[config.mk]
export PLATFORM = sky130hd
export DESIGN_NAME = cell_reference_parser
export DESIGN_NICKNAME = d
export VERILOG_FILES = /design/src/rtl/crp_pkg.sv /design/src/rtl/crp_step.sv /design/src/rtl/crp_out_buf.sv /design/src/rtl/cell_reference_parser.sv
export SDC_FILE = /design/constraint.sdc
export NUM_CORES = 1
export LEC_CHECK = 0
export ABC_AREA = 1
export BUFFER_PORTS_ARGS = -buffer_cell sky130_fd_sc_hd__clkbuf_2
export CAP_MARGIN = 20
export CORE_ASPECT_RATIO = 1.75
export CORE_MARGIN = 2
export CORE_UTILIZATION = 58
export DETAILED_ROUTE_END_ITERATION = 6
export PLACE_DENSITY = 0.8
export SETUP_SLACK_MARGIN = 0.5
export SLEW_MARGIN = 40
export SYNTH_ARGS = -nofsm -noshare
export SYNTH_HDL_FRONTEND = slang
export SYNTH_SLANG_ARGS = --single-unit
[constraint.sdc]
create_clock -name clk -period 8.35 [get_ports clk]
set_clock_uncertainty 0.05 [all_clocks]
set_input_delay 1.67 -clock clk [delete_from_list [all_inputs] [get_ports clk]]
set_output_delay 1.67 -clock clk [all_outputs]
set_load 0.005 [all_outputs]
[src/rtl/crp_pkg.sv]
`default_nettype none

package crp_pkg;

  localparam int unsigned ACC_W = 32;

  localparam logic [7:0] ASCII_0     = 8'h30;
  localparam logic [7:0] ASCII_9     = 8'h39;
  localparam logic [7:0] ASCII_UP_A  = 8'h41;
  localparam logic [7:0] ASCII_UP_Z  = 8'h5A;
  localparam logic [7:0] ASCII_LO_A  = 8'h61;
  localparam logic [7:0] ASCII_LO_Z  = 8'h7A;
  localparam logic [7:0] CASE_OFFSET = 8'h20;

  typedef enum logic [1:0] {
    ST_OK       = 2'd0,
    ST_NO_DIGIT = 2'd1,
    ST_BAD_ROW  = 2'd2,
    ST_BAD_COL  = 2'd3
  } crp_status_t;

  typedef struct packed {
    logic             in_digit;
    logic [ACC_W-1:0] col_acc;
    logic [ACC_W-1:0] row_acc;
    logic             col_seen;
    logic             col_inv;
    logic             row_inv;
  } crp_state_t;

  typedef struct packed {
    crp_status_t      status;
    logic [ACC_W-1:0] column;
    logic [ACC_W-1:0] row;
  } crp_result_t;

endpackage

`default_nettype wire

[src/rtl/crp_step.sv]
`default_nettype none

module crp_step import crp_pkg::*; (
  input  wire crp_state_t  st,
  input  wire logic [7:0]  char_code,
  input  wire logic        last,
  output crp_state_t       st_nxt,
  output crp_result_t      res
);

  logic              is_digit;
  logic              digit_part;
  logic [3:0]        dval;
  logic [7:0]        up;
  logic              is_letter;
  logic [4:0]        lval;
  logic [ACC_W+3:0]  row_wide;
  logic [ACC_W+4:0]  col_wide;
  crp_state_t        upd;

  assign is_digit   = (char_code >= ASCII_0) && (char_code <= ASCII_9);
  assign digit_part = st.in_digit | is_digit;
  assign dval       = 4'(char_code - ASCII_0);
  assign up         = ((char_code >= ASCII_LO_A) && (char_code <= ASCII_LO_Z)) ?
                      (char_code - CASE_OFFSET) : char_code;
  assign is_letter  = (up >= ASCII_UP_A) && (up <= ASCII_UP_Z);
  assign lval       = 5'(up - ASCII_UP_A + 8'd1);

  // times ten and times twenty-six as shift-add
  assign row_wide = ({4'd0, st.row_acc} << 3) + ({4'd0, st.row_acc} << 1)
                  + {{ACC_W{1'b0}}, dval};
  assign col_wide = ({5'd0, st.col_acc} << 4) + ({5'd0, st.col_acc} << 3)
                  + ({5'd0, st.col_acc} << 1) + {{ACC_W{1'b0}}, lval};

  always_comb begin
    upd          = st;
    upd.in_digit = digit_part;
    if (digit_part) begin
      if (!is_digit) begin
        upd.row_inv = 1'b1;
      end else if (!st.row_inv) begin
        if (row_wide[ACC_W+3:ACC_W] != 4'd0) begin
          upd.row_inv = 1'b1;
        end else begin
          upd.row_acc = row_wide[ACC_W-1:0];
        end
      end
    end else begin
      upd.col_seen = 1'b1;
      if (!is_letter) begin
        upd.col_inv = 1'b1;
      end else if (!st.col_inv) begin
        if (col_wide[ACC_W+4:ACC_W] != 5'd0) begin
          upd.col_inv = 1'b1;
        end else begin
          upd.col_acc = col_wide[ACC_W-1:0];
        end
      end
    end
  end

  always_comb begin
    res = '{status: ST_OK, column: '0, row: '0};
    if (!upd.in_digit) begin
      res.status = ST_NO_DIGIT;
    end else if (upd.row_inv || (upd.row_acc == '0)) begin
      res.status = ST_BAD_ROW;
    end else if (!upd.col_seen || upd.col_inv || (upd.col_acc == '0)) begin
      res.status = ST_BAD_COL;
    end else begin
      res.column = upd.col_acc - 1'b1;
      res.row    = upd.row_acc - 1'b1;
    end
  end

  assign st_nxt = last ? crp_state_t'('0) : upd;

endmodule

`default_nettype wire

[src/rtl/crp_out_buf.sv]
`default_nettype none

module crp_out_buf import crp_pkg::*; (
  input  wire logic        clk,
  input  wire logic        rst_n,
  input  wire logic        up_valid,
  input  wire crp_result_t up_word,
  output logic             up_ready,
  output logic             out_valid,
  input  wire logic        out_ready,
  output crp_result_t      out_word
);

  logic        out_valid_r, out_valid_nxt;
  logic        skid_valid_r, skid_valid_nxt;
  crp_result_t out_word_r, out_word_nxt;
  crp_result_t skid_word_r, skid_word_nxt;

  assign up_ready  = !skid_valid_r;
  assign out_valid = out_valid_r;
  assign out_word  = out_word_r;

  always_comb begin
    out_valid_nxt  = out_valid_r;
    skid_valid_nxt = skid_valid_r;
    out_word_nxt   = out_word_r;
    skid_word_nxt  = skid_word_r;
    if (!out_valid_r || out_ready) begin
      if (skid_valid_r) begin
        out_valid_nxt  = 1'b1;
        out_word_nxt   = skid_word_r;
        skid_valid_nxt = 1'b0;
      end else begin
        out_valid_nxt = up_valid;
        out_word_nxt  = up_word;
      end
    end else if (up_valid && !skid_valid_r) begin
      skid_valid_nxt = 1'b1;
      skid_word_nxt  = up_word;
    end
  end

  always_ff @(posedge clk) begin
    if (!rst_n) begin
      out_valid_r  <= 1'b0;
      skid_valid_r <= 1'b0;
    end else begin
      out_valid_r  <= out_valid_nxt;
      skid_valid_r <= skid_valid_nxt;
    end
    out_word_r  <= out_word_nxt;
    skid_word_r <= skid_word_nxt;
  end

endmodule

`default_nettype wire

[src/rtl/cell_reference_parser.sv]
// path: an accepted word is held in s0, its result word in the output buffer (out_*)
// throughput: one character word per cycle unless a last word waits on a full buffer,
// set by the accumulator update (shift-add times ten or twenty-six plus overflow check)
// reset: rst_n synchronous, active low; clears parse state and all valid flags
// no memory, no clearing pass after reset
`default_nettype none

module cell_reference_parser import crp_pkg::*; (
  input  wire logic        clk,
  input  wire logic        rst_n,
  input  wire logic        in_valid,
  output logic             in_ready,
  input  wire logic [7:0]  in_char_code,
  input  wire logic        in_last,
  output logic             out_valid,
  input  wire logic        out_ready,
  output logic [1:0]       out_status,
  output logic [31:0]      out_column,
  output logic [31:0]      out_row
);

  logic        s0_valid_r, s0_valid_nxt;
  logic [7:0]  s0_char_r;
  logic        s0_last_r;
  crp_state_t  st_r, st_nxt, step_nxt;
  crp_result_t step_res;
  crp_result_t buf_word;
  logic        buf_ready;
  logic        advance;

  crp_step u_step (
    .st        (st_r),
    .char_code (s0_char_r),
    .last      (s0_last_r),
    .st_nxt    (step_nxt),
    .res       (step_res)
  );

  crp_out_buf u_out_buf (
    .clk       (clk),
    .rst_n     (rst_n),
    .up_valid  (advance && s0_last_r),
    .up_word   (step_res),
    .up_ready  (buf_ready),
    .out_valid (out_valid),
    .out_ready (out_ready),
    .out_word  (buf_word)
  );

  assign advance      = s0_valid_r && (!s0_last_r || buf_ready);
  assign in_ready     = !s0_valid_r || advance;
  assign s0_valid_nxt = in_ready ? in_valid : s0_valid_r;
  assign st_nxt       = advance ? step_nxt : st_r;

  assign out_status = buf_word.status;
  assign out_column = buf_word.column;
  assign out_row    = buf_word.row;

  always_ff @(posedge clk) begin
    if (!rst_n) begin
      s0_valid_r <= 1'b0;
      st_r       <= '0;
    end else begin
      s0_valid_r <= s0_valid_nxt;
      st_r       <= st_nxt;
    end
    if (in_valid && in_ready) begin
      s0_char_r <= in_char_code;
      s0_last_r <= in_last;
    end
  end

  // ok results never carry the all-ones index
  a_ok_range: assert property (@(posedge clk) disable iff (!rst_n)
    out_valid && (out_status == ST_OK) |-> (out_column != '1) && (out_row != '1))
    else $error("ok result out of range");

  // error results carry zero indexes
  a_err_zero: assert property (@(posedge clk) disable iff (!rst_n)
    out_valid && (out_status != ST_OK) |-> (out_column == '0) && (out_row == '0))
    else $error("error result with nonzero index");

  // the last word of a reference returns parse state to reset
  a_clear: assert property (@(posedge clk) disable iff (!rst_n)
    advance && s0_last_r |=> (st_r == '0))
    else $error("parse state not cleared after last word");

  // a held last word only waits on the output buffer
  a_hold: assert property (@(posedge clk) disable iff (!rst_n)
    s0_valid_r && !advance |=> s0_valid_r && $stable(s0_char_r) && $stable(s0_last_r))
    else $error("stalled word lost");

endmodule

`default_nettype wire
Word level (Yosys, flattened, before mapping)
Index checks and enable logic that the tools add are counted.
{ "op_classes": {"bitwise_logic": 3, "muxes": 26, "magnitude_cmp": 6, "add_sub_neg": 11, "n_reduce_logical": 24} }
{ "op_table": {"columns": ["operator", "count"], "rows": [
  ["$mux W32", 8],
  ["$mux W64", 3],
  ["$mux W68", 1],
  ["$mux W66", 1],
  ["$logic_not A32 Y1", 2],
  ["$sub A32 B1 Y32 const B", 2],
  ["$add A36 B35 Y37", 1],
  ["$add A37 B33 Y37", 1],
  ["$add A37 B5 Y37", 1],
  ["$add A35 B33 Y36", 1],
  ["$add A36 B4 Y36", 1],
  ["$ge A8 B7 Y1 const B", 2],
  ["$le A8 B7 Y1 const B", 2],
  ["$ge A8 B6 Y1 const B", 1],
  ["$le A8 B6 Y1 const B", 1],
  ["$mux W1", 8],
  ["$mux W2", 4],
  ["$mux W8", 1],
  ["$sub A8 B6 Y8 const B", 1],
  ["$logic_and A1 B1 Y1", 7],
  ["$logic_or A1 B1 Y1", 6],
  ["$add A5 B1 Y5 const B", 1],
  ["$logic_not A1 Y1", 5],
  ["$reduce_bool A5 Y1", 1],
  ["other kinds (7)", 8]
]} }
{ "word_totals": {"ff_bits": 212, "output_inout_bits": 68, "in_bits": 13} }

Longest topological paths before layout
Gate-level depths: netlist of run 1.
{ "logic_depth": {"depth_word": 18, "ltp_mapped": 35} }

Hierarchy
From an unflattened synthesis of run 1, not the netlist that was laid out.
{ "unflattened": {"cells_unflattened": 2651, "hier_area_um2": 18166.2} }
{ "modules_own_cells": {"columns": ["module", "area_per_inst_um2", "cells_each", "seq_area_each_um2", "instances"], "rows": [
  ["crp_step", 9917.0, 1830, 0.0, 1],
  ["crp_out_buf", 4892.2, 357, 4003.8, 1],
  ["cell_reference_parser", 3357.0, 464, 1651.6, 1]
]} }

Worst setup path before layout of run 1
Ideal clock, no wire load.
{ "synth_path": {"path_type": "in2reg", "startpoint": "input out_ready", "endpoint": "register u_out_buf.skid_word_r[0] (netlist bit), enable pin", "n_path_buf": 0, "t_required_ps": 7810, "stages": 3, "arrival_time_ps": 6162, "path_slack_ps": 1648, "setup_time_ps": 490, "cell_sequence": "inv_1 nand2_1 nor2_1"} }
{ "synth_between": {"elab_chain_cells": 3} }
{ "synth_lines": {"columns": ["item", "line_no", "text"], "rows": [
  ["start: declaration", "cell_reference_parser.sv:16", "input wire logic out_ready,"],
  ["$logic_or A1 B1 Y1", "crp_out_buf.sv:28", "if (!out_valid_r || out_ready) begin"],
  ["$not A1 Y1 (no line)", null, null],
  ["$reduce_and A2 Y1 (no line)", null, null],
  ["end signal: assignment", "crp_out_buf.sv:52", "skid_word_r <= skid_word_nxt;"],
  ["end: declaration", "crp_out_buf.sv:17", "crp_result_t skid_word_r, skid_word_nxt;"]
]} }
Every way passes these cells.
A chain may end at the register's enable or synchronous reset.

Final worst setup path of run 1
{ "layout_path": {"startpoint": "register st_r[35] (netlist bit)", "endpoint": "register u_out_buf.out_word_r, in the netlist u_out_buf.out_word[46], data pin"} }
{ "layout_between": {"elab_chain_cells": 14} }
{ "layout_lines": {"columns": ["item", "line_no", "text"], "rows": [
  ["start: declaration", "cell_reference_parser.sv:25", "crp_state_t st_r, st_nxt, step_nxt;"],
  ["start signal: assignment", "cell_reference_parser.sv:65", "st_r <= st_nxt;"],
  ["parallel branches: the longest is 10 deep, another holds $add A36 B35 Y37", null, null],
  ["$mux W64 (*)", "crp_step.sv:68", "end else if (!upd.col_seen || upd.col_inv || (upd.col_acc == '0)) begin"],
  ["$mux W64 (*)", "crp_step.sv:66", "end else if (upd.row_inv || (upd.row_acc == '0)) begin"],
  ["$mux W64 (*)", "crp_step.sv:64", "if (!upd.in_digit) begin"],
  ["$mux W66 (*)", "crp_out_buf.sv:29", "if (skid_valid_r) begin"],
  ["end signal: assignment", "crp_out_buf.sv:51", "out_word_r <= out_word_nxt;"],
  ["end: declaration", "crp_out_buf.sv:16", "crp_result_t out_word_r, out_word_nxt;"]
]} }
Every way passes the cells marked *.

==> parameters.txt, run 1 <==
Parameter                              Value

Outcome
  Run status ... finished, final reports clean

Place
  PortBufs ... 80
  Cell Count Post-Placement ... just over 3000
  Final GP Congestion ... 0.9915
  Post-detail-place hpwl ... approximately 46000 um

Drt
  Remaining routing DRC violations ... 0
  Remaining antenna violation count after routing ... 0
  Detail-routed via count per cell ... about 5.6
  TritonRoute pass-1 iters ... 7
  Number of violations reported at the end of detailed-routing iteration 0 ... ~1300
  Overall via count from detail_route ... around 17000
  Total detailed-routing wirelength ... 57920 um
  Average wire length per cell after detail routing ... roughly 19 um

Power
  Internal power ... between 1.5 and 2 mW
  Switching pwr ... 0.7151 mW
  Part of the power in registers ... a little under half
  Leakage power of the design ... about 11 nW
  Logic pwr share ... 16.1%
  Maximum VDD drop ... ~0.00018 V
  Pwr/cell area ... between 100 and 150 nW/um2
  Share of total power in the clock network ... 37.3%
  Sw Ratio ... between 20 and 30%

Layout
  Filler Cells Inserted ... ~2900
  Final #Nets ... roughly 2900
  Fraction of layout cells with a size suffix above 1 ... 7.090%
  Inserted Diodes ... 0
  Leading cell type in the layout, fill and taps excluded ... nand2_1
  Synth-to-layout area growth ... 7.165%
  Final std cells w/o fill ... roughly 3000
  Leading cell types in the layout, fill and taps excluded ... nand2_1 (893), inv_1 (405), nor2_1 (283)

Clocking
  Total clock sinks ... 212
  H-tree Lvls ... 1
  Num CTS Buffers ... 21
  Number of buffers on the longest clock path ... 3
  CTS tree ... done
  Clock latency of the later-clocked register in the worst-skew pair ... 0.52 ns
  Post-CTS Hold Buffers ... 0
  Post-cts resize count ... 0
  Clock root buffer ... clkbuf_16
  Number of setup buffers added after CTS ... 0
  Clk slew on worst S/H paths ... around 0.07 ns

Setup path
  Crit path max fanout ... 52
  Stage delay of the slowest cell on the critical path ... 0.55 ns
  Sort of element at the start of the critical path ... flip-flop
  Category of the worst setup path capture point ... flip-flop
  Category of cells accounting for the largest share of critical-path delay ... simple AND/OR/NAND/NOR gates
  Path type of the worst setup path ... flip-flop to flip-flop
  Register-to-register setup slack ... about 1.2 ns
  Number of buffers and inverters on the critical path ... 8
  Signal arrival time at the worst endpoint ... 7.39 ns
  Worst path slowest cell ... fa_1
  CP Data Required Time ... between 8 and 9 ns
  Crit-path most repeated cell ... nand2_1

Logic synthesis
  Avg Synthesized Cell Area ... 6.822 um2
  Count of unique library cells instantiated by Yosys ... between 40 and 50
  Yosys Warn Count ... 0
  Syn nets ... approximately 2800
  Gate count after technology mapping ... around 2600
  Synthesis-stage register bit count ... between 200 and 250
  Sequential element share of the synthesized area ... roughly a third
  Synthesized area ... around 18000 um2

STA
  Setup repair after global routing missed its margin ... no
  Maximum clock rate ... ~140 MHz
  Final setup TNS ... 0 ns
  Setup violators final ... 0
  Relative slew margins ... between 40% and 50%
  Minimum clock period after layout ... 7.187 ns
  Slew at the pin with the worst max-slew slack ... about 0.76 ns
  Slew Viols, Final ... 0
  Final hold vios ... 0
  Post-route fraction of the period consumed by the critical path ... a little under nine tenths

Die
  Number of core rows ... 85
  Initial core utilization ... approximately three fifths
  Top Ports ... between 80 and 90
  Die area ... ~32000 um2
  Floorplan core area ... roughly 31000 um2
  Die span in y ... 236.9 um
  Horizontal die dimension ... ~140 um

Global route
  Total global-route track usage ... 36.01%
  Maximum number of pins on one net before global-route repair ... 96
  Leftover overflow at the end of global routing ... 0
  Vias in the first global route ... about 17000
  Wire length of the first global-routing pass ... a little under 90000 um
  Initial antenna violation count ... 0

Job
  Number of max-capacitance violations reported ... 0

Worst hold path
  Class of the worst hold path ... flip-flop to flip-flop
[kinds of logic after synthesis]
| logic type | synth area share, % |
|---|---|
| buffers and inverters | 10.92 |
| DFF | 31.47 |
| adders and majority gates | 13.47 |
| and+or+nand+nor | 34.03 |
| AOI/OAI and AO/OA | 6.413 |
| xor gates and xnor gates | 3.704 |
[sequential cells by signal, indices dropped and copies added, names as in the netlist]
name                    flops
st_r                       68
s0_char_r                   8
u_out_buf.out_word         66
s0_valid_r                  1
u_out_buf.out_valid         1
u_out_buf.skid_valid_r      1
u_out_buf.skid_word_r      66
s0_last_r                   1
[metrics by stage]
step / power (mW) / hold WS (ns) / setup WS, ns / instance area [um2] / util (%)
floorplan: 1.416 / 0.3953 / 1.648 / 17970 / -
global placement: 1.532 / 0.4031 / 1.579 / 18610 / 60.75
detailed placement: 1.536 / 0.4092 / 1.495 / 18620 / 60.79
CTS: 2.426 / 0.4185 / 1.434 / 19250 / 62.86
global route: 2.509 / 0.4416 / 0.9293 / 19260 / 62.87
finish: 2.435 / 0.4200 / 1.163 / 19260 / 62.87
[worst reg2reg max path: cells and delay by family (launching register included)]
| kind | cells | cell delay, ns |
|---|---|---|
| buf+inv | 8 | 1.11 |
| fa+ha+maj | 4 | 1.76 |
| flops | 1 | 0.45 |
| simple gates | 16 | 2.92 |
| xor+xnor | 1 | 0.43 |
| compound gates | 2 | 0.21 |
[layout make-up]
| type | instances | area, um2 | share of cell area, % |
|---|---|---|---|
| clock inverters | 8 | 46.29 | 0.2404 |
| repair buffers | 92 | 501.7 | 2.605 |
| inverters | 424 | 1592 | 8.265 |
| clock buffers | 30 | 589.3 | 3.060 |
| multi-input cells | 1928 | 10380 | 53.92 |
| flip-flops and latches | 212 | 5655 | 29.37 |
| well taps | 391 | 489.2 | 2.540 |
[per-layer routing]
layer / wire [um] / global-route usage (%)
met1: 17760 / 31.36
met2: 31590 / 69.05
met3: 2246 / 3.468
met4: 6325 / 32.65
met5: 0 / 0
[Yosys cell counts, drive strengths merged]
master,n,area (um2)
o21a,2,15.01
inv,422,1584
nand3,128,670.6
a21o,4,30.03
xor2,50,437.9
nor3b,3,22.52
nand2,912,3485
o21ai,38,190.2
clkinv,2,7.510
ha,139,1739
nor4,2,12.51
clkbuf,38,142.6
dfxtp,71,1421
xnor2,26,227.7
fa,34,680.7
and3,14,87.58
nand3b,1,7.510
nor2,310,1316
nand4,60,375.4
buf,32,227.7
and2,1,6.260
a31oi,4,25.02
o21bai,5,37.54
or2,1,6.260
a21oi,170,854.6
nor3,24,125.1
edfxtp,141,4234
[path summary, 6_finish.rpt]
path	startpoint	to	depth (start not counted)
worst max register to register	st_r[35]	u_out_buf.out_word[46]	31
worst min register to register	st_r[43]	st_r[43]	2
worst min-delay path	st_r[43]	st_r[43]	2
worst max-delay path	st_r[35]	u_out_buf.out_word[46]	31
[power groups by stage]
stage,clock (mW),sequential [mW],combinational [mW]
after detailed placement,0,1.16,0.377
after floorplan,0,1.16,0.260
after global placement,0,1.16,0.374
final,0.909,1.14,0.391
after global routing,0.946,1.14,0.426
after CTS,0.911,1.14,0.380
Power figures use the tool's default switching activity.
==> run 2: changes to the inputs <==
ABC_AREA = default   (was 1)
==> parameters.txt, run 2 <==
Parameter                              Value

Outcome
  Run status ... finished, final reports clean

Layout
  Final std cells w/o fill ... 2303 (-25%)
  Reg with most FFs ... st_r
  Multi-input gate area ... 10510 um2 (+1.2%)
  Flip-flop count of the largest register after layout ... 68 (unchanged)
  Filler Cells Inserted ... 2458 (-14%)
  Leading cell types in the layout, fill and taps excluded ... nand2_1 (181), nor2_1 (172), edfxtp_1 (141)
  Fraction of layout cells with a size suffix above 1 ... 11.17% (+4.1 points)
  Reg area ... 5659 um2 (about the same)
  Leading cell type in the layout, fill and taps excluded ... nand2_1
  Synth-to-layout area growth ... 7.331%
  Final #Nets ... 2099 (-27%)
  Finished Cell Area ... 18230 um2 (-5.4%)
  Inserted Diodes ... 0 (unchanged)

STA
  Final hold vios ... 0 (unchanged)
  Post-route setup slack ... 1.050 ns (-0.1130 ns)
  Slew Viols, Final ... 0 (unchanged)
  Final setup TNS ... 0 ns (unchanged)
  Post-route fraction of the period consumed by the critical path ... 87.42% (+1.4 points)
  Relative slew margins ... 39.77% (-9.7 points)
  Slew at the pin with the worst max-slew slack ... 0.9025 ns (+0.1441 ns)
  Setup violators final ... 0 (unchanged)
  Setup repair after global routing missed its margin ... no
  Maximum clock rate ... 137.0 MHz (-1.5%)
  Minimum clock period after layout ... 7.300 ns (+0.1130 ns)
  Worst hold margin ... 0.4530 ns (+0.03298 ns)

Place
  Cell Count Post-Placement ... 2269 (-26%)
  Worst setup timing slack at the placement stage ... 0.9310 ns (-0.5641 ns)
  Post-detail-place hpwl ... 36730 um (-21%)
  Area post-placement ... 17610 um2 (-5.4%)
  Final GP Congestion ... 1.008 (+1.7%)
  PortBufs ... 80 (unchanged)

Global route
  Total global-route track usage ... 30.69% (-5.3 points)
  Initial antenna violation count ... 0 (unchanged)
  Leftover overflow at the end of global routing ... 0 (unchanged)
  Maximum number of pins on one net before global-route repair ... 74 (-23%)
  Vias in the first global route ... 14669 (-15%)
  Wire length of the first global-routing pass ... 75310 um (-15%)

Logic synthesis
  Largest area contributor in the netlist ... edfxtp_1
  Syn nets ... 2074 (-26%)
  Share of synthesized registers carrying an async set or reset ... 0% (unchanged)
  Most instantiated flip-flop cell in the synthesis netlist ... edfxtp_1
  Count of unique library cells instantiated by Yosys ... 79 (+88%)
  Avg Synthesized Cell Area ... 8.994 um2 (+32%)
  Most repeated cell in the gate-level netlist after synthesis ... nand2_1
  Synthesized area ... 16980 um2 (-5.5%)
  Proportion of netlist area held by the largest area contributor ... 24.93% (+1.4 points)
  Most used standard cells in the synthesized netlist ... nand2_1 (181), nor2_1 (175), edfxtp_1 (141), ha_1 (139), inv_1 (119)
  Synthesis-stage register bit count ... 212 (unchanged)
  Gate count after technology mapping ... 1888 (-28%)
  Sequential element share of the synthesized area ... 33.30% (+1.8 points)
  Leading post-synthesis cells by cell area ... edfxtp_1 (25%), ha_1 (10%), dfxtp_1 (8.4%)
  Yosys Warn Count ... 0 (unchanged)
  Number of enable-type register cells in the synthesized netlist ... 141 (unchanged)

Drt
  Total detailed-routing wirelength ... 47940 um (-17%)
  TritonRoute pass-1 iters ... 5 (-2)
  Remaining antenna violation count after routing ... 0 (unchanged)
  Overall via count from detail_route ... 14720 (-15%)
  Detail-routed via count per cell ... 6.392 (+15%)
  Remaining routing DRC violations ... 0 (unchanged)
  Number of violations reported at the end of detailed-routing iteration 0 ... 1139 (-13%)
  Average wire length per cell after detail routing ... 20.81 um (+11%)

Worst hold path
  Worst hold endpoint ... st_r[2]
  Hold Crit Depth ... 2 (unchanged)
  Worst Hold Launch ... st_r[2]
  Class of the worst hold path ... flip-flop to flip-flop

Clocking
  CTS tree ... done
  H-tree Lvls ... 1 (unchanged)
  Post-cts resize count ... 0 (unchanged)
  Num CTS Buffers ... 19 (-9.5%)
  Total clock sinks ... 212 (unchanged)
  Clock root buffer ... clkbuf_16
  Number of setup buffers added after CTS ... 0 (unchanged)
  Clk slew on worst S/H paths ... 0.07 ns (about the same)
  Clock latency of the later-clocked register in the worst-skew pair ... 0.51 ns (about the same)
  Number of buffers on the longest clock path ... 3 (unchanged)
  Post-CTS Hold Buffers ... 0 (unchanged)

Setup path
  Category of the worst setup path capture point ... flip-flop
  CP Data Required Time ... 8.56 ns (about the same)
  Reg-to-Reg Start ... st_r[35]
  Number of cell instances on the worst register-to-register path ... 25 (-19%)
  Path type of the worst setup path ... flip-flop to flip-flop
  Crit path max fanout ... 39 (-25%)
  Register-to-register setup slack ... 1.05 ns (-0.11 ns)
  Critical register-to-register path endpoint ... u_out_buf.out_word[65]
  Sort of element at the start of the critical path ... flip-flop
  Signal arrival time at the worst endpoint ... 7.51 ns (+0.12 ns)

Die
  Die area ... 30720 um2 (-5.4%)
  Die span in y ... 230.4 um (-2.7%)
  Horizontal die dimension ... 133.3 um (-2.7%)
  Number of core rows ... 82 (-3.5%)
  Initial core utilization ... 59.11% (+0.44 points)
  Top Ports ... 81 (unchanged)
  Floorplan core area ... 28730 um2 (-6.2%)

Power
  Leakage power of the design ... 7.799 nW (-27%)
  Pwr/cell area ... 118.6 nW/um2 (-6.2%)
  Maximum VDD drop ... 0.0001131 V (-37%)

Job
  Number of max-capacitance violations reported ... 0 (unchanged)
-- run 2: cell count changes in the layout (fill, tap and decap cells not counted), moves of 39 or more --
cell and change:
o31ai_2 +48, nor2b_1 +46, xnor2_1 +39, nand2_1 -712
a21oi_1 -55, nor2_1 -111, nand3_1 -80, a22oi_1 +39
nand4_1 -40, inv_1 -286, o21ai_0 +58
-- run 2: stage by stage --
step	total power, mW	utilization, %
2_1_floorplan	1.264	-
3_3_place_gp	1.320	61.23
3_5_place_dp	1.323	61.31
4_1_cts	2.172	63.34
5_1_grt	2.218	63.45
6_report	2.163	63.45
-- run 2: logic make-up (layout without fill, tap and decap cells) --
group / count (synthesis) / after routing / share of synthesized area [%]
AO/OA/AOI/OAI: 475 / 475 / 19.81
XOR/XNOR: 105 / 105 / 5.416
adder cells (fa/ha/maj): 173 / 173 / 14.25
buffers and inverters: 211 / 248 / 5.055
flip-flops: 212 / 212 / 33.30
multiplexers: 46 / 46 / 2.815
AND/OR/NAND/NOR: 666 / 666 / 19.36
-- run 2: worst max-delay path by stage --
stage,endpoint,start,slack (ns)
floorplan,u_out_buf.skid_word_r[0],out_ready,0.55
global placement,u_out_buf.out_word[3],st_r[35],1.16
detailed placement,u_out_buf.out_word[3],st_r[35],0.93
CTS,u_out_buf.out_word[0],st_r[35],0.90
global route,u_out_buf.out_word[65],st_r[35],0.61
finish,u_out_buf.out_word[65],st_r[35],1.05
-- run 2: where the power goes --
group,leakage (nW),switching [mW],internal [mW]
Clock,0.285,0.402,0.456
Sequential,1.92,0.0104,1.12
Combinational,5.59,0.114,0.0577
-- run 2: critical path, stage by stage (launching register included) --
cell	delay [ns]
dfxtp_1	0.42
inv_1	0.15
fa_1	0.56
inv_1	0.06
fa_1	0.39
ha_1	0.36
nor2b_1	0.18
o211ai_1	0.42
a21oi_1	0.27
o311a_1	0.40
or3_1	0.36
a221oi_2	0.33
nand3_1	0.25
nor2_4	0.33
nand2_1	0.08
o21ai_0	0.21
inv_1	0.13
ha_1	0.28
nand4b_1	0.11
nor2_1	0.04
nand2_1	0.09
o41ai_2	0.11
or4b_4	0.72
buf_12	0.27
and2_1	0.21
mux2_2	0.27
-- run 2: layout make-up --
type                    instances  area share (%)
repair buffers                 96           3.034
clock inverters                11          0.5217
inverters                     119           2.451
multi-input cells            1465           57.68
flip-flops and latches        212           31.05
clock buffers                  22           2.670
well taps                     378           2.595
-- run 2: routing by layer --
metal | vias to the layer above | wire, um | global-route usage, %
met2 | 575 | 25300 | 57.02
met5 | - | 0 | 0
met3 | 198 | 2003 | 2.350
met4 | 0 | 3468 | 21.21
li1 | 6914 | - | -
met1 | 7033 | 17160 | 32.51
==> run 3: changes to the inputs <==
CORE_MARGIN = 4   (was 2)
==> parameters.txt, run 3 (synthesized netlist as in run 2, its figures left out) <==
Parameter                              Value

Outcome
  Run status ... finished, final reports clean

Clocking
  H-tree Lvls ... 1 (unchanged)
  Post-cts resize count ... 0 (unchanged)
  Number of setup buffers added after CTS ... 0 (unchanged)
  Post-CTS Hold Buffers ... 0 (unchanged)
  Clock latency of the later-clocked register in the worst-skew pair ... 0.52 ns (about the same)
  Clk slew on worst S/H paths ... 0.07 ns (about the same)
  Total clock sinks ... 212 (unchanged)
  Number of buffers on the longest clock path ... 3 (unchanged)
  Clock root buffer ... clkbuf_16
  CTS tree ... done
  Num CTS Buffers ... 19 (unchanged)

STA
  Worst hold margin ... 0.4372 ns (-0.01578 ns)
  Slew Viols, Final ... 0 (unchanged)
  Minimum clock period after layout ... 7.201 ns (-0.09829 ns)
  Final setup TNS ... 0 ns (unchanged)
  Maximum clock rate ... 138.9 MHz (+1.4%)
  Relative slew margins ... 39.77% (about the same)
  Setup repair after global routing missed its margin ... no
  Final hold vios ... 0 (unchanged)
  Post-route fraction of the period consumed by the critical path ... 86.24% (-1.2 points)
  Slew at the pin with the worst max-slew slack ... 0.9001 ns (-0.002343 ns)
  Setup violators final ... 0 (unchanged)

Die
  Floorplan core area ... 28730 um2 (unchanged)
  Initial core utilization ... 59.11% (unchanged)
  Top Ports ... 81 (unchanged)
  Die span in y ... 234.4 um (+1.7%)
  Horizontal die dimension ... 137.3 um (+3.0%)
  Die area ... 32190 um2 (+4.8%)
  Number of core rows ... 82 (unchanged)

Layout
  Multi-input gate area ... 10500 um2 (-0.11%)
  Leading cell types in the layout, fill and taps excluded ... nand2_1 (181), nor2_1 (172), edfxtp_1 (141)
  Reg with most FFs ... st_r
  Flip-flop count of the largest register after layout ... 68 (unchanged)
  Final #Nets ... 2098 (-0.048%)
  Inserted Diodes ... 0 (unchanged)
  Leading cell type in the layout, fill and taps excluded ... nand2_1
  Fraction of layout cells with a size suffix above 1 ... 11.22% (+0.052 points)
  Reg area ... 5659 um2 (unchanged)
  Filler Cells Inserted ... 2434 (-0.98%)
  Synth-to-layout area growth ... 7.618%

Drt
  TritonRoute pass-1 iters ... 6 (+1)
  Total detailed-routing wirelength ... 49650 um (+3.6%)
  Remaining routing DRC violations ... 0 (unchanged)
  Average wire length per cell after detail routing ... 21.56 um (+3.6%)
  Detail-routed via count per cell ... 6.449 (+0.90%)
  Remaining antenna violation count after routing ... 0 (unchanged)
  Overall via count from detail_route ... 14853 (+0.90%)
  Number of violations reported at the end of detailed-routing iteration 0 ... 1121 (-1.6%)

Place
  Post-detail-place hpwl ... 37660 um (+2.5%)
  Final GP Congestion ... 1.002 (-0.59%)
  PortBufs ... 80 (unchanged)

Setup path
  Number of buffers and inverters on the critical path ... 4 (unchanged)
  Worst path slowest cell ... or4_1
  Signal arrival time at the worst endpoint ... 7.40 ns (-0.11 ns)
  Cells traversed along the worst timing path ... inv_1 > fa_1 > inv_1 > fa_1 > a21oi_1 > o211ai_1 > a21oi_1 > a31oi_1 > a31oi_1 > xor2_1 > o2111a_2 > mux2_2 > inv_1 > ha_1 > inv_1 > or4_1 > mux2i_1 > nand3b_1 > xnor2_1 > o31ai_2
  Sort of element at the start of the critical path ... flip-flop
  Category of the worst setup path capture point ... flip-flop
  Crit-path most repeated cell ... inv_1
  Stage delay of the slowest cell on the critical path ... 0.63 ns (-0.09 ns)
  CP Data Required Time ... 8.55 ns (about the same)
  Crit path max fanout ... 20 (-49%)
  Path type of the worst setup path ... flip-flop to flip-flop
  Category of cells accounting for the largest share of critical-path delay ... compound AO/OA/AOI/OAI gates

Global route
  Wire length of the first global-routing pass ... 76440 um (+1.5%)
  Initial antenna violation count ... 0 (unchanged)
  Vias in the first global route ... 14572 (-0.66%)
  Leftover overflow at the end of global routing ... 0 (unchanged)
  Total global-route track usage ... 30.33% (-0.36 points)
  Maximum number of pins on one net before global-route repair ... 74 (unchanged)

Power
  Maximum VDD drop ... 0.0001133 V (+0.19%)
  Leakage power of the design ... 7.818 nW (+0.24%)
  Pwr/cell area ... 122.7 nW/um2 (+3.4%)

Worst hold path
  Class of the worst hold path ... flip-flop to flip-flop

Job
  Number of max-capacitance violations reported ... 0 (unchanged)
run 3: cell types whose count changed in the layout (fill, tap and decap cells not counted), sizes merged:
cell,previous run,this run
clkinv,6,3
buf,16,15
bufinv,1,3
clkinvlp,1,3
run 3: layout make-up:
type,count,area share (%)
Sequential cell,212,30.97
Multi-Input combinational cell,1465,57.46
Clock inverter,12,0.8353
Timing Repair Buffer,95,2.985
Inverter,119,2.444
Clock buffer,22,2.718
Tap cell,378,2.588
run 3: final timing paths:
path	startpoint	end	slack [ns]	depth (start not counted)
worst max register to register	s0_char_r[3]	u_out_buf.out_word[14]	1.15	20
worst min register to register	st_r[2]	st_r[2]	0.44	2
worst max-delay path	s0_char_r[3]	u_out_buf.out_word[14]	1.15	20
worst min-delay path	st_r[2]	st_r[2]	0.44	2
run 3: per-layer routing:
layer | vias to the layer above | share of wire [%] | global-route usage (%)
li1 | 6908 | - | -
met1 | 7090 | 35 | 31.88
met2 | 639 | 52 | 55.84
met3 | 216 | 4.7 | 2.469
met4 | 0 | 8.0 | 21.47
met5 | - | 0 | 0
run 3: through the flow:
stage	worst slack [ns]	utilization [%]	cell area (um2)	power, mW	cells
2_1_floorplan	0.5486	-	16980	1.264	1888
4_1_cts	1.025	63.55	18260	2.249	2302
6_report	1.149	63.62	18280	2.242	2303
3_3_place_gp	1.252	61.21	17580	1.319	2268
5_1_grt	0.7114	63.62	18280	2.300	2303
3_5_place_dp	1.051	61.28	17610	1.322	2268
run 3: report_power, final:
part | internal, mW | total, mW | leakage [nW] | switching, mW
registers | 1.12 | 1.13 | 1.92 | 0.0105
clock network | 0.527 | 0.938 | 0.310 | 0.411
logic | 0.0576 | 0.170 | 5.58 | 0.113
total | 1.71 | 2.24 | 7.82 | 0.534
run 3: tightest hold or removal path, stage by stage, from the launching register on:
cell and delay, ns:
dfxtp_1 0.33, nor2_1 0.05, nor2_1 0.07
